[src/rtl/stab_pkg.sv]
// Shared types and codes for the sorted key/value table.
// No dependencies; imported by the top level.
package stab_pkg;

  localparam int IndexW  = 7;
  localparam int StatusW = 2;

  typedef enum logic [1:0] {
    OP_INSERT = 2'd0,
    OP_FIND   = 2'd1,
    OP_REMOVE = 2'd2
  } op_e;

  typedef enum logic [StatusW-1:0] {
    ST_OK      = 2'd0,
    ST_MISSING = 2'd1,
    ST_FULL    = 2'd2
  } status_e;

  typedef enum logic [2:0] {
    S_IDLE,
    S_PROBE,
    S_CMP,
    S_DECIDE,
    S_SHIFT,
    S_FINISH,
    S_RESP
  } state_e;

endpackage

[src/rtl/stab_ram.sv]
// Generic simple dual-port RAM: one write port, one read port, registered read.
// No dependencies.
module stab_ram #(
  parameter int WIDTH = 64,
  parameter int DEPTH = 64,
  localparam int AddrW = (DEPTH > 1) ? $clog2(DEPTH) : 1
) (
  input  logic             clk_i,
  input  logic             we_i,
  input  logic [AddrW-1:0] waddr_i,
  input  logic [WIDTH-1:0] wdata_i,
  input  logic [AddrW-1:0] raddr_i,
  output logic [WIDTH-1:0] rdata_o
);

  logic [WIDTH-1:0] mem [DEPTH];

  always_ff @(posedge clk_i) begin
    if (we_i) begin
      mem[waddr_i] <= wdata_i;
    end
    rdata_o <= mem[raddr_i];
  end

endmodule

[src/rtl/sorted_table_insert_find_remove_top.sv]
// Sorted key/value table with binary search, insert, find and remove.
// Depends on stab_pkg and stab_ram (one RAM holding {key, value} per entry).
//
// Request channel: in_valid_i / in_stall_o carry operation_i, key_i, value_i.
// Result channel: out_valid_o / out_stall_i carry index_o, added_o, status_o.
// A beat moves on a rising edge with valid high and stall low. One result
// beat per request beat, in order.
// One request is worked on at a time. Each binary-search probe is a RAM
// read (S_PROBE), then a compare (S_CMP); at most clog2(count+1) probes.
// An insert of a new key or a remove of a present key then shifts the n
// entries from the position up (insert) or above it (remove) through the
// RAM port, one entry per cycle. The next request is taken in the cycle
// after the result is loaded.
// The result sits in an output register; the next request is taken while it
// waits. A stalled receiver holds the result and, once the next request is
// done, holds that request's completion as well.
// Reset empties the table (count to zero) at once; no clearing pass.
module sorted_table_insert_find_remove_top
  import stab_pkg::*;
#(
  parameter int CAPACITY   = 64,
  parameter int KEY_BITS   = 32,
  parameter int VALUE_BITS = 32
) (
  input  logic               clk_i,
  input  logic               rst_ni,
  input  logic               in_valid_i,
  output logic               in_stall_o,
  input  logic [1:0]         operation_i,
  input  logic [31:0]        key_i,
  input  logic [31:0]        value_i,
  output logic               out_valid_o,
  input  logic               out_stall_i,
  output logic [IndexW-1:0]  index_o,
  output logic               added_o,
  output logic [StatusW-1:0] status_o
);

  localparam int CntW  = $clog2(CAPACITY + 1);
  localparam int AddrW = $clog2(CAPACITY);
  localparam int DataW = KEY_BITS + VALUE_BITS;
  localparam logic [CntW-1:0] CapCnt = CntW'(CAPACITY);

  state_e state_q, state_d;

  op_e                  op_q, op_d;
  logic [KEY_BITS-1:0]  key_q, key_d;
  logic [VALUE_BITS-1:0] val_q, val_d;
  logic [CntW-1:0]      lo_q, lo_d, hi_q, hi_d, mid_q, mid_d;
  logic                 hit_q, hit_d;
  logic [CntW-1:0]      pos_q, pos_d;
  logic [CntW-1:0]      ptr_q, ptr_d, last_q, last_d;
  logic                 more_q, more_d, pend_q, pend_d;
  logic [AddrW-1:0]     paddr_q, paddr_d;
  logic [CntW-1:0]      count_q, count_d;
  logic                 res_added_q, res_added_d;
  status_e              res_status_q, res_status_d;
  logic [CntW-1:0]      res_index_q, res_index_d;

  logic                 out_valid_q, out_valid_d;
  logic [IndexW-1:0]    index_q, index_d;
  logic                 added_q, added_d;
  status_e              status_q, status_d;

  logic                 we;
  logic [AddrW-1:0]     waddr, raddr;
  logic [DataW-1:0]     wdata, rdata;

  logic [KEY_BITS+31:0]   key_ext;
  logic [VALUE_BITS+31:0] val_ext;
  logic [CntW:0]          mid_sum;
  logic [CntW-1:0]        mid_w;
  logic [KEY_BITS-1:0]    probe_key;
  logic [CntW+IndexW-1:0] res_index_ext;
  logic                   out_free;

  assign key_ext   = (KEY_BITS + 32)'(key_i);
  assign val_ext   = (VALUE_BITS + 32)'(value_i);
  assign mid_sum   = {1'b0, lo_q} + {1'b0, hi_q};
  assign mid_w     = mid_sum[CntW:1];
  assign probe_key = rdata[DataW-1:VALUE_BITS];
  assign res_index_ext = (CntW + IndexW)'(res_index_q);
  assign out_free  = !out_valid_q || !out_stall_i;

  stab_ram #(
    .WIDTH(DataW),
    .DEPTH(CAPACITY)
  ) u_ram (
    .clk_i  (clk_i),
    .we_i   (we),
    .waddr_i(waddr),
    .wdata_i(wdata),
    .raddr_i(raddr),
    .rdata_o(rdata)
  );

  // next state
  always_comb begin
    state_d = state_q;
    unique case (state_q)
      S_IDLE: begin
        if (in_valid_i) state_d = S_PROBE;
      end
      S_PROBE: begin
        state_d = (lo_q < hi_q) ? S_CMP : S_DECIDE;
      end
      S_CMP: begin
        state_d = (key_q == probe_key) ? S_DECIDE : S_PROBE;
      end
      S_DECIDE: begin
        if (op_q == OP_INSERT) begin
          if (hit_q || count_q == CapCnt) state_d = S_RESP;
          else if (pos_q != count_q)      state_d = S_SHIFT;
          else                            state_d = S_FINISH;
        end else if (op_q == OP_REMOVE && hit_q) begin
          state_d = (pos_q + 1'b1 < count_q) ? S_SHIFT : S_FINISH;
        end else begin
          state_d = S_RESP;
        end
      end
      S_SHIFT: begin
        if (!more_q) state_d = S_FINISH;
      end
      S_FINISH: state_d = S_RESP;
      S_RESP: begin
        if (out_free) state_d = S_IDLE;
      end
      default: state_d = S_IDLE;
    endcase
  end

  // datapath and RAM control
  always_comb begin
    op_d         = op_q;
    key_d        = key_q;
    val_d        = val_q;
    lo_d         = lo_q;
    hi_d         = hi_q;
    mid_d        = mid_q;
    hit_d        = hit_q;
    pos_d        = pos_q;
    ptr_d        = ptr_q;
    last_d       = last_q;
    more_d       = more_q;
    pend_d       = pend_q;
    paddr_d      = paddr_q;
    count_d      = count_q;
    res_added_d  = res_added_q;
    res_status_d = res_status_q;
    res_index_d  = res_index_q;
    out_valid_d  = out_valid_q;
    index_d      = index_q;
    added_d      = added_q;
    status_d     = status_q;
    we           = 1'b0;
    waddr        = pos_q[AddrW-1:0];
    wdata        = {key_q, val_q};
    raddr        = mid_w[AddrW-1:0];

    if (out_valid_q && !out_stall_i) out_valid_d = 1'b0;

    unique case (state_q)
      S_IDLE: begin
        if (in_valid_i) begin
          op_d  = op_e'(operation_i);
          key_d = key_ext[KEY_BITS-1:0];
          val_d = val_ext[VALUE_BITS-1:0];
          lo_d  = '0;
          hi_d  = count_q;
          hit_d = 1'b0;
        end
      end
      S_PROBE: begin
        mid_d = mid_w;
        if (lo_q >= hi_q) pos_d = lo_q;
      end
      S_CMP: begin
        if (key_q == probe_key) begin
          hit_d = 1'b1;
          pos_d = mid_q;
        end else if (key_q < probe_key) begin
          hi_d = mid_q;
        end else begin
          lo_d = mid_q + 1'b1;
        end
      end
      S_DECIDE: begin
        res_added_d  = 1'b0;
        res_status_d = ST_OK;
        res_index_d  = pos_q;
        pend_d       = 1'b0;
        if (op_q == OP_INSERT) begin
          if (hit_q) begin
            we = 1'b1;
          end else if (count_q == CapCnt) begin
            res_status_d = ST_FULL;
          end else begin
            res_added_d = 1'b1;
            ptr_d       = count_q - 1'b1;
            last_d      = pos_q;
            more_d      = 1'b1;
          end
        end else if (op_q == OP_REMOVE && hit_q) begin
          ptr_d  = pos_q + 1'b1;
          last_d = count_q - 1'b1;
          more_d = 1'b1;
        end else if (!hit_q) begin
          res_status_d = ST_MISSING;
          res_index_d  = '0;
        end
      end
      S_SHIFT: begin
        raddr = ptr_q[AddrW-1:0];
        we    = pend_q;
        waddr = paddr_q;
        wdata = rdata;
        pend_d = more_q;
        if (op_q == OP_INSERT) begin
          paddr_d = AddrW'(ptr_q + 1'b1);
          ptr_d   = ptr_q - 1'b1;
        end else begin
          paddr_d = AddrW'(ptr_q - 1'b1);
          ptr_d   = ptr_q + 1'b1;
        end
        more_d = more_q && (ptr_q != last_q);
      end
      S_FINISH: begin
        if (op_q == OP_INSERT) begin
          we      = 1'b1;
          count_d = count_q + 1'b1;
        end else begin
          count_d = count_q - 1'b1;
        end
      end
      S_RESP: begin
        if (out_free) begin
          out_valid_d = 1'b1;
          index_d     = res_index_ext[IndexW-1:0];
          added_d     = res_added_q;
          status_d    = res_status_q;
        end
      end
      default: ;
    endcase
  end

  always_ff @(posedge clk_i or negedge rst_ni) begin
    if (!rst_ni) begin
      state_q     <= S_IDLE;
      count_q     <= '0;
      out_valid_q <= 1'b0;
      more_q      <= 1'b0;
      pend_q      <= 1'b0;
    end else begin
      state_q     <= state_d;
      count_q     <= count_d;
      out_valid_q <= out_valid_d;
      more_q      <= more_d;
      pend_q      <= pend_d;
    end
  end

  always_ff @(posedge clk_i) begin
    op_q         <= op_d;
    key_q        <= key_d;
    val_q        <= val_d;
    lo_q         <= lo_d;
    hi_q         <= hi_d;
    mid_q        <= mid_d;
    hit_q        <= hit_d;
    pos_q        <= pos_d;
    ptr_q        <= ptr_d;
    last_q       <= last_d;
    paddr_q      <= paddr_d;
    res_added_q  <= res_added_d;
    res_status_q <= res_status_d;
    res_index_q  <= res_index_d;
    index_q      <= index_d;
    added_q      <= added_d;
    status_q     <= status_d;
  end

  assign in_stall_o  = (state_q != S_IDLE);
  assign out_valid_o = out_valid_q;
  assign index_o     = index_q;
  assign added_o     = added_q;
  assign status_o    = status_q;

  a_count_range: assert property (@(posedge clk_i) disable iff (!rst_ni)
    count_q <= CapCnt)
    else $error("entry count above capacity");

  a_count_only_finish: assert property (@(posedge clk_i) disable iff (!rst_ni)
    (state_q != S_FINISH) |=> (count_q == $past(count_q)))
    else $error("entry count changed outside finish");

  a_no_write_in_search: assert property (@(posedge clk_i) disable iff (!rst_ni)
    (state_q == S_PROBE || state_q == S_CMP || state_q == S_IDLE) |-> !we)
    else $error("table write during search");

  a_shift_in_use: assert property (@(posedge clk_i) disable iff (!rst_ni)
    (state_q == S_SHIFT && we) |-> (CntW'(waddr) <= count_q))
    else $error("shift write beyond entries in use");

endmodule
[config.mk]
export PLATFORM = sky130hd
export DESIGN_NAME = sorted_table_insert_find_remove_top
export DESIGN_NICKNAME = d
export VERILOG_FILES = /design/src/rtl/stab_pkg.sv /design/src/rtl/stab_ram.sv /design/src/rtl/sorted_table_insert_find_remove_top.sv
export SDC_FILE = /design/constraint.sdc
export NUM_CORES = 2
export LEC_CHECK = 0
export BUFFER_PORTS_ARGS = -buffer_cell sky130_fd_sc_hd__buf_2
export CORE_MARGIN = 2
export CORE_UTILIZATION = 40
export DETAILED_ROUTE_END_ITERATION = 10
export PLACE_DENSITY = 0.53
export SLEW_MARGIN = 25
export SYNTH_ARGS = -nofsm -noshare
export SYNTH_HDL_FRONTEND = slang
export SYNTH_SLANG_ARGS = --single-unit
[constraint.sdc]
create_clock -name clk_i -period 5.75 [get_ports clk_i]
set_input_delay 1.15 -clock clk_i [delete_from_list [all_inputs] [get_ports clk_i]]
set_output_delay 1.15 -clock clk_i [all_outputs]
set_load 0.01 [all_outputs]
# Yosys cells after proc, flatten, opt, wreduce, memory -nomap -nowiden
# Memories as Yosys holds them, arrays and structs flattened. A register that Yosys moved wholly into a read port is not among the register bits.
# Index checks and enable logic that the tools add are counted.
# word_totals
ff_bits	148
memories	1
wordCells	147
ram_bits	4096
# mem_list
memory	words	width	rd	rd_clocked_by_memory_dff	write_ports	line	text
u_ram.mem	64	64	1	1	1	stab_ram.sv:16	logic [WIDTH-1:0] mem [DEPTH];
# classes
n_eq_ne	24
n_mux	64
bitwise_logic	1
add_sub_neg	7
order_cmp	4
n_reduce_logical	24
# op_table
operator	count
2-to-1 mux 7 bit	21
2-to-1 mux 64 bit	1
one-hot mux 7 bit (2 select lines)	4
equality test 32 bit	1
< comparator 32 bit	1
adder 7 x 1 -> 7 bit (second input constant)	4
one-hot mux 3 bit (7 select lines)	1
2-to-1 mux 1 bit	20
inequality test 2 bit (second input constant)	10
2-to-1 mux 6 bit	3
AND reduction 4 bit	4
< comparator 7 bit	2
inequality test 7 bit	2
subtractor 7 x 1 -> 7 bit (second input constant)	2
2-to-1 mux 2 bit	6
2-to-1 mux 3 bit	4
equality test 3 bit (second input constant)	3
inequality test 3 bit (second input constant)	3
AND reduction 3 bit	3
adder 7 x 7 -> 8 bit	1
nonzero test 2 bit	4
equality test 7 bit (second input constant)	1
greater-or-equal comparator 7 bit	1
equality test 3 x 2 -> 1 bit (second input constant)	2
13 further kinds	20

# Logic depth before layout (Yosys ltp)
# logic_depth
ltp_word	6
mapped_depth	14
depth_no_buf	10

# Cells and area by module
# Synthesis repeated with hierarchy kept, for this count alone.
# hier_totals
hier_cells	7425
hier_area_um2	164595.4
# by_module_without_submodules
mod	n_inst	area_per_inst_um2	seq_area_each_um2	cells_per_inst
stab_ram	1	156343.7	124279.2	6598
sorted_table_insert_find_remove_top	1	8251.7	4379.2	827

# Worst setup path before layout
# No wires, ideal clock.
# synth_timing
kind	reg-to-reg
from	register state_q[0]
to	memory u_ram.mem[0][33] (data pin)
arrival_time_ps	3965
path_buffers	3
slack_ps	1083
path_stages_with_launch	6
required_time_ps	5048
cell_sequence	dfrtp_1 > or3b_4 > buf_2 > clkbuf_1 > clkbuf_1 > o21ai_0
# synth_via
elab_chain_cells	2
# synth_rtl
element	line	text
start, declared	sorted_table_insert_find_remove_top.sv:44	state_e state_q, state_d;
start signal, assigned	sorted_table_insert_find_remove_top.sv:255	state_q <= state_d;
equality test 3 bit	sorted_table_insert_find_remove_top.sv:162	unique case (state_q)
2-to-1 mux 64 bit	sorted_table_insert_find_remove_top.sv:162	
net u_ram.wdata_i[33]	stab_ram.sv:11	input logic [WIDTH-1:0] wdata_i,
end, declared	stab_ram.sv:16	
# The timed path passes the listed nets, and every way through them passes these cells.

# Final worst setup path
# layout_timing
from	register state_q[2]
to	register u_ram.rdata_o[42], read port of u_ram.mem
# layout_via
elab_chain_cells	2
# layout_rtl
element	line	text
equality test 3 bit	sorted_table_insert_find_remove_top.sv:162	
2-to-1 mux 6 bit	sorted_table_insert_find_remove_top.sv:162	
end, declared	stab_ram.sv:13	output logic [WIDTH-1:0] rdata_o
# No other way between the ends.
# A chain may end at the register's enable or synchronous reset.

==> results.cfg <==
[status]
outcome = complete, no violations

[clock_network]
cts_buffers = 225
cts_setup_buffers = 0
clock_sinks = 2196
clock_latency_ns = 0.89
ctsResizeCount = 0
cts_tree = done
cts_hold_buf = 0
cts-root-buf = clkbuf_16
clk_pin_slew_ns = 0.06
clockBufferDepth = 3
htree_levels = 4

[die]
ios = 82
core_area_um2 = 220200
die-area_um2 = 225600
die_h_um = 474.9
start_util_pct = 40.29
rows = 172
die_w_um = 474.9

[detailed_routing]
drc = 0
vias = 56850
drtPass1Iterations = 8
drt-total-wl_mm = 264.6
wl_per_cell_um = 25.74
route.detailed.vias_per_inst = 5.530
dr.first_iter.drc_count = 6696
antenna_left = 0

[timing]
finalMaxSlewViolations = 0
setup_viol = 0
rsz0062_at_grt = no
finalSetupTns_ns = 0
min_period_ns = 4.653
hold_violations = 0
worst_slew_pin_slew_ns = 1.015
max-slew-margin-rel_pct = 32.14
clock-skew-final_ns = 0.05363
fin_crit_sh_pct = 80.92
max_freq_mhz = 214.9

[critical_path]
critPathBufInv = 5
arrival_ns = 5.36
path_cells = or3b_4 > inv_2 > mux2i_4 > buf_12 > buf_12 > buf_4 > buf_4 > nand2_1 > nand3_1 > nand3_1 > nand3_1 > nand2_1 > nor4_1
rrSetupSlack_ns = 1.10
endpoint_kind = register
cpLargestDelayFamily = buffers and inverters
required_ns = 6.46
critPathMaxFanout = 88
slowest_delay_ns = 0.58
crit_type = register to register
cp-start-kind = register
cp_common_cell = nand3_1
slowest_stage = nor4_1

[global_routing]
antenna_found_initial = 7
top_usage_layer = met2
grt_use_met2_pct = 35.64
grtUsageMet3_pct = 3.790
grt_pass1_vias = 53920
met1_usage_pct = 33.73
overflow = 0
grt_use_total_pct = 23.27
grt_pass1_wl_mm = 381.3
grt_max_degree = 138

[job]
cap_viol_max_count = 0

[placed_design]
place.gp.congestion = 0.8412
dpl.hpwl_mm = 146.9
io_buffers = 49

[logic_synthesis]
synth_top_area_cell = edfxtp_1
ys_warn_count = 0
syn_inst = 7046
synth_flop_cell = edfxtp_1
synth-seq-cells = 2196
synth.top_cell.area_share_pct = 72.81
synth-async-reset-ratio_pct = 0.5920
seq_area_frac_synth_pct = 73.90
synth_area_per_cell_um2 = 12.59
ys_top_cells_by_area = edfxtp_1 (73%), nand2_1 (9.2%), nand3_1 (6.4%)
post_synth_num_cell_types = 56
syn_area_um2 = 88710
synth_fp_nets = 7177
synth_edf_count = 2151

[cells_and_area]
fin_nets = 7260
final_layout_size_suffix_gt1_share_pct = 10.10
num-fill-cells = 19540
area_delta_synth_final_pct = 14.56

[hold_path]
hold_path_class = input port to async pin
==> cell families after synthesis <==
| family | synth area share, % |
|---|---|
| and+or+nand+nor | 18.54 |
| DFF | 73.90 |
| buffers and inverters | 2.552 |
| AOI/OAI and AO/OA | 3.419 |
| adders and majority gates | 0.8688 |
| xor gates and xnor gates | 0.4640 |
| muxes | 0.2496 |
==> flip-flops by register name, summed over array words and instances (netlist names), 7 cells and up <==
signal	count
pos_q	7
key_q	32
u_ram.rdata_o	32
mid_q	7
u_ram.mem	2048
index_o	7
lo_q	7
count_q	7
last_q	7
ptr_q	7
res_index_q	7
hi_q	7
==> per-layer routing <==
metal | up-vias | wire length [um]
li1 | 25720 | -
met1 | 28730 | 118200
met2 | 2054 | 118700
met3 | 341 | 19020
met4 | 0 | 8624
met5 | - | 0
==> area by class of cell <==
type	count	area (um2)	area share, %
multi-input cells	4330	21810	21.46
clock buffers	295	6056	5.959
diodes	8	20.02	0.01970
flip-flops and latches	2196	65560	64.51
inverters	60	225.2	0.2216
repair buffers	316	3048	2.999
clock inverters	117	1202	1.183
well taps	2958	3701	3.642
==> synth_stat cells (10+ instances only) <==
library cell / number
a211o_1: 31
a211oi_1: 68
a21o_1: 13
a21oi_1: 29
a311oi_1: 96
a31oi_1: 97
and2_1: 10
and3_1: 199
buf_1: 32
buf_2: 207
clkbuf_1: 210
dfrtp_1: 13
dfxtp_1: 32
edfxtp_1: 2151
ha_1: 60
inv_1: 58
mux2i_1: 17
nand2_1: 2179
nand2b_1: 12
nand3_1: 1131
nand4_1: 45
nor2_1: 110
nor3_1: 18
nor4_1: 37
o21ai_0: 62
xnor2_1: 32
xor2_1: 15
==> path summary, 6_finish.rpt <==
check                                              start                         to  cells past startpoint
worst max-delay path              state_q[2]$_DFFE_PN0P_  u_ram.rdata_o[42]$_DFF_P_                     13
worst min-delay path                              rst_ni     state_q[1]$_DFFE_PN0P_                      1
worst max register to register    state_q[2]$_DFFE_PN0P_  u_ram.rdata_o[42]$_DFF_P_                     13
worst min register to register  res_index_q[6]$_DFFE_PP_       index_o[6]$_DFFE_PP_                      0
max in group asynchronous                         rst_ni      out_valid_o$_DFF_PN0_                      1
min in group clk_i              res_index_q[6]$_DFFE_PP_       index_o[6]$_DFFE_PP_                      0
==> cells in the final DEF (no fill, tap or decap), types with 31 or more instances in the layout <==
cell type	n
a211o_1	31
a31oi_1	97
edfxtp_1	2151
xnor2_1	32
nand4_1	45
clkbuf_16	227
nor2_1	46
clkinv_1	50
clkbuf_1	56
ha_1	60
buf_12	51
buf_4	208
buf_2	49
a211oi_1	68
nor2_4	64
and3_1	197
inv_1	58
dfxtp_1	32
o21ai_4	32
a311oi_1	96
nand2_1	2178
nor4_1	36
nand3_1	1131
==> per-stage QoR <==
step | utilization [%] | setup slack, ns | hold WS [ns] | cell area [um2] | cells
global route | 46.15 | 0.8551 | 0.1528 | 101600 | 10270
floorplan | - | 1.083 | 0.4003 | 88710 | 7046
detailed placement | 42.80 | 1.184 | 0.4045 | 94230 | 9856
finish | 46.16 | 1.097 | 0.1911 | 101600 | 10280
CTS | 46.10 | 1.152 | 0.1160 | 101500 | 10270
global placement | 42.75 | 1.190 | 0.4045 | 94120 | 9852
Power is not shown: default switching activity piles up to over one toggle a cycle in this logic, so the estimate is an artifact.
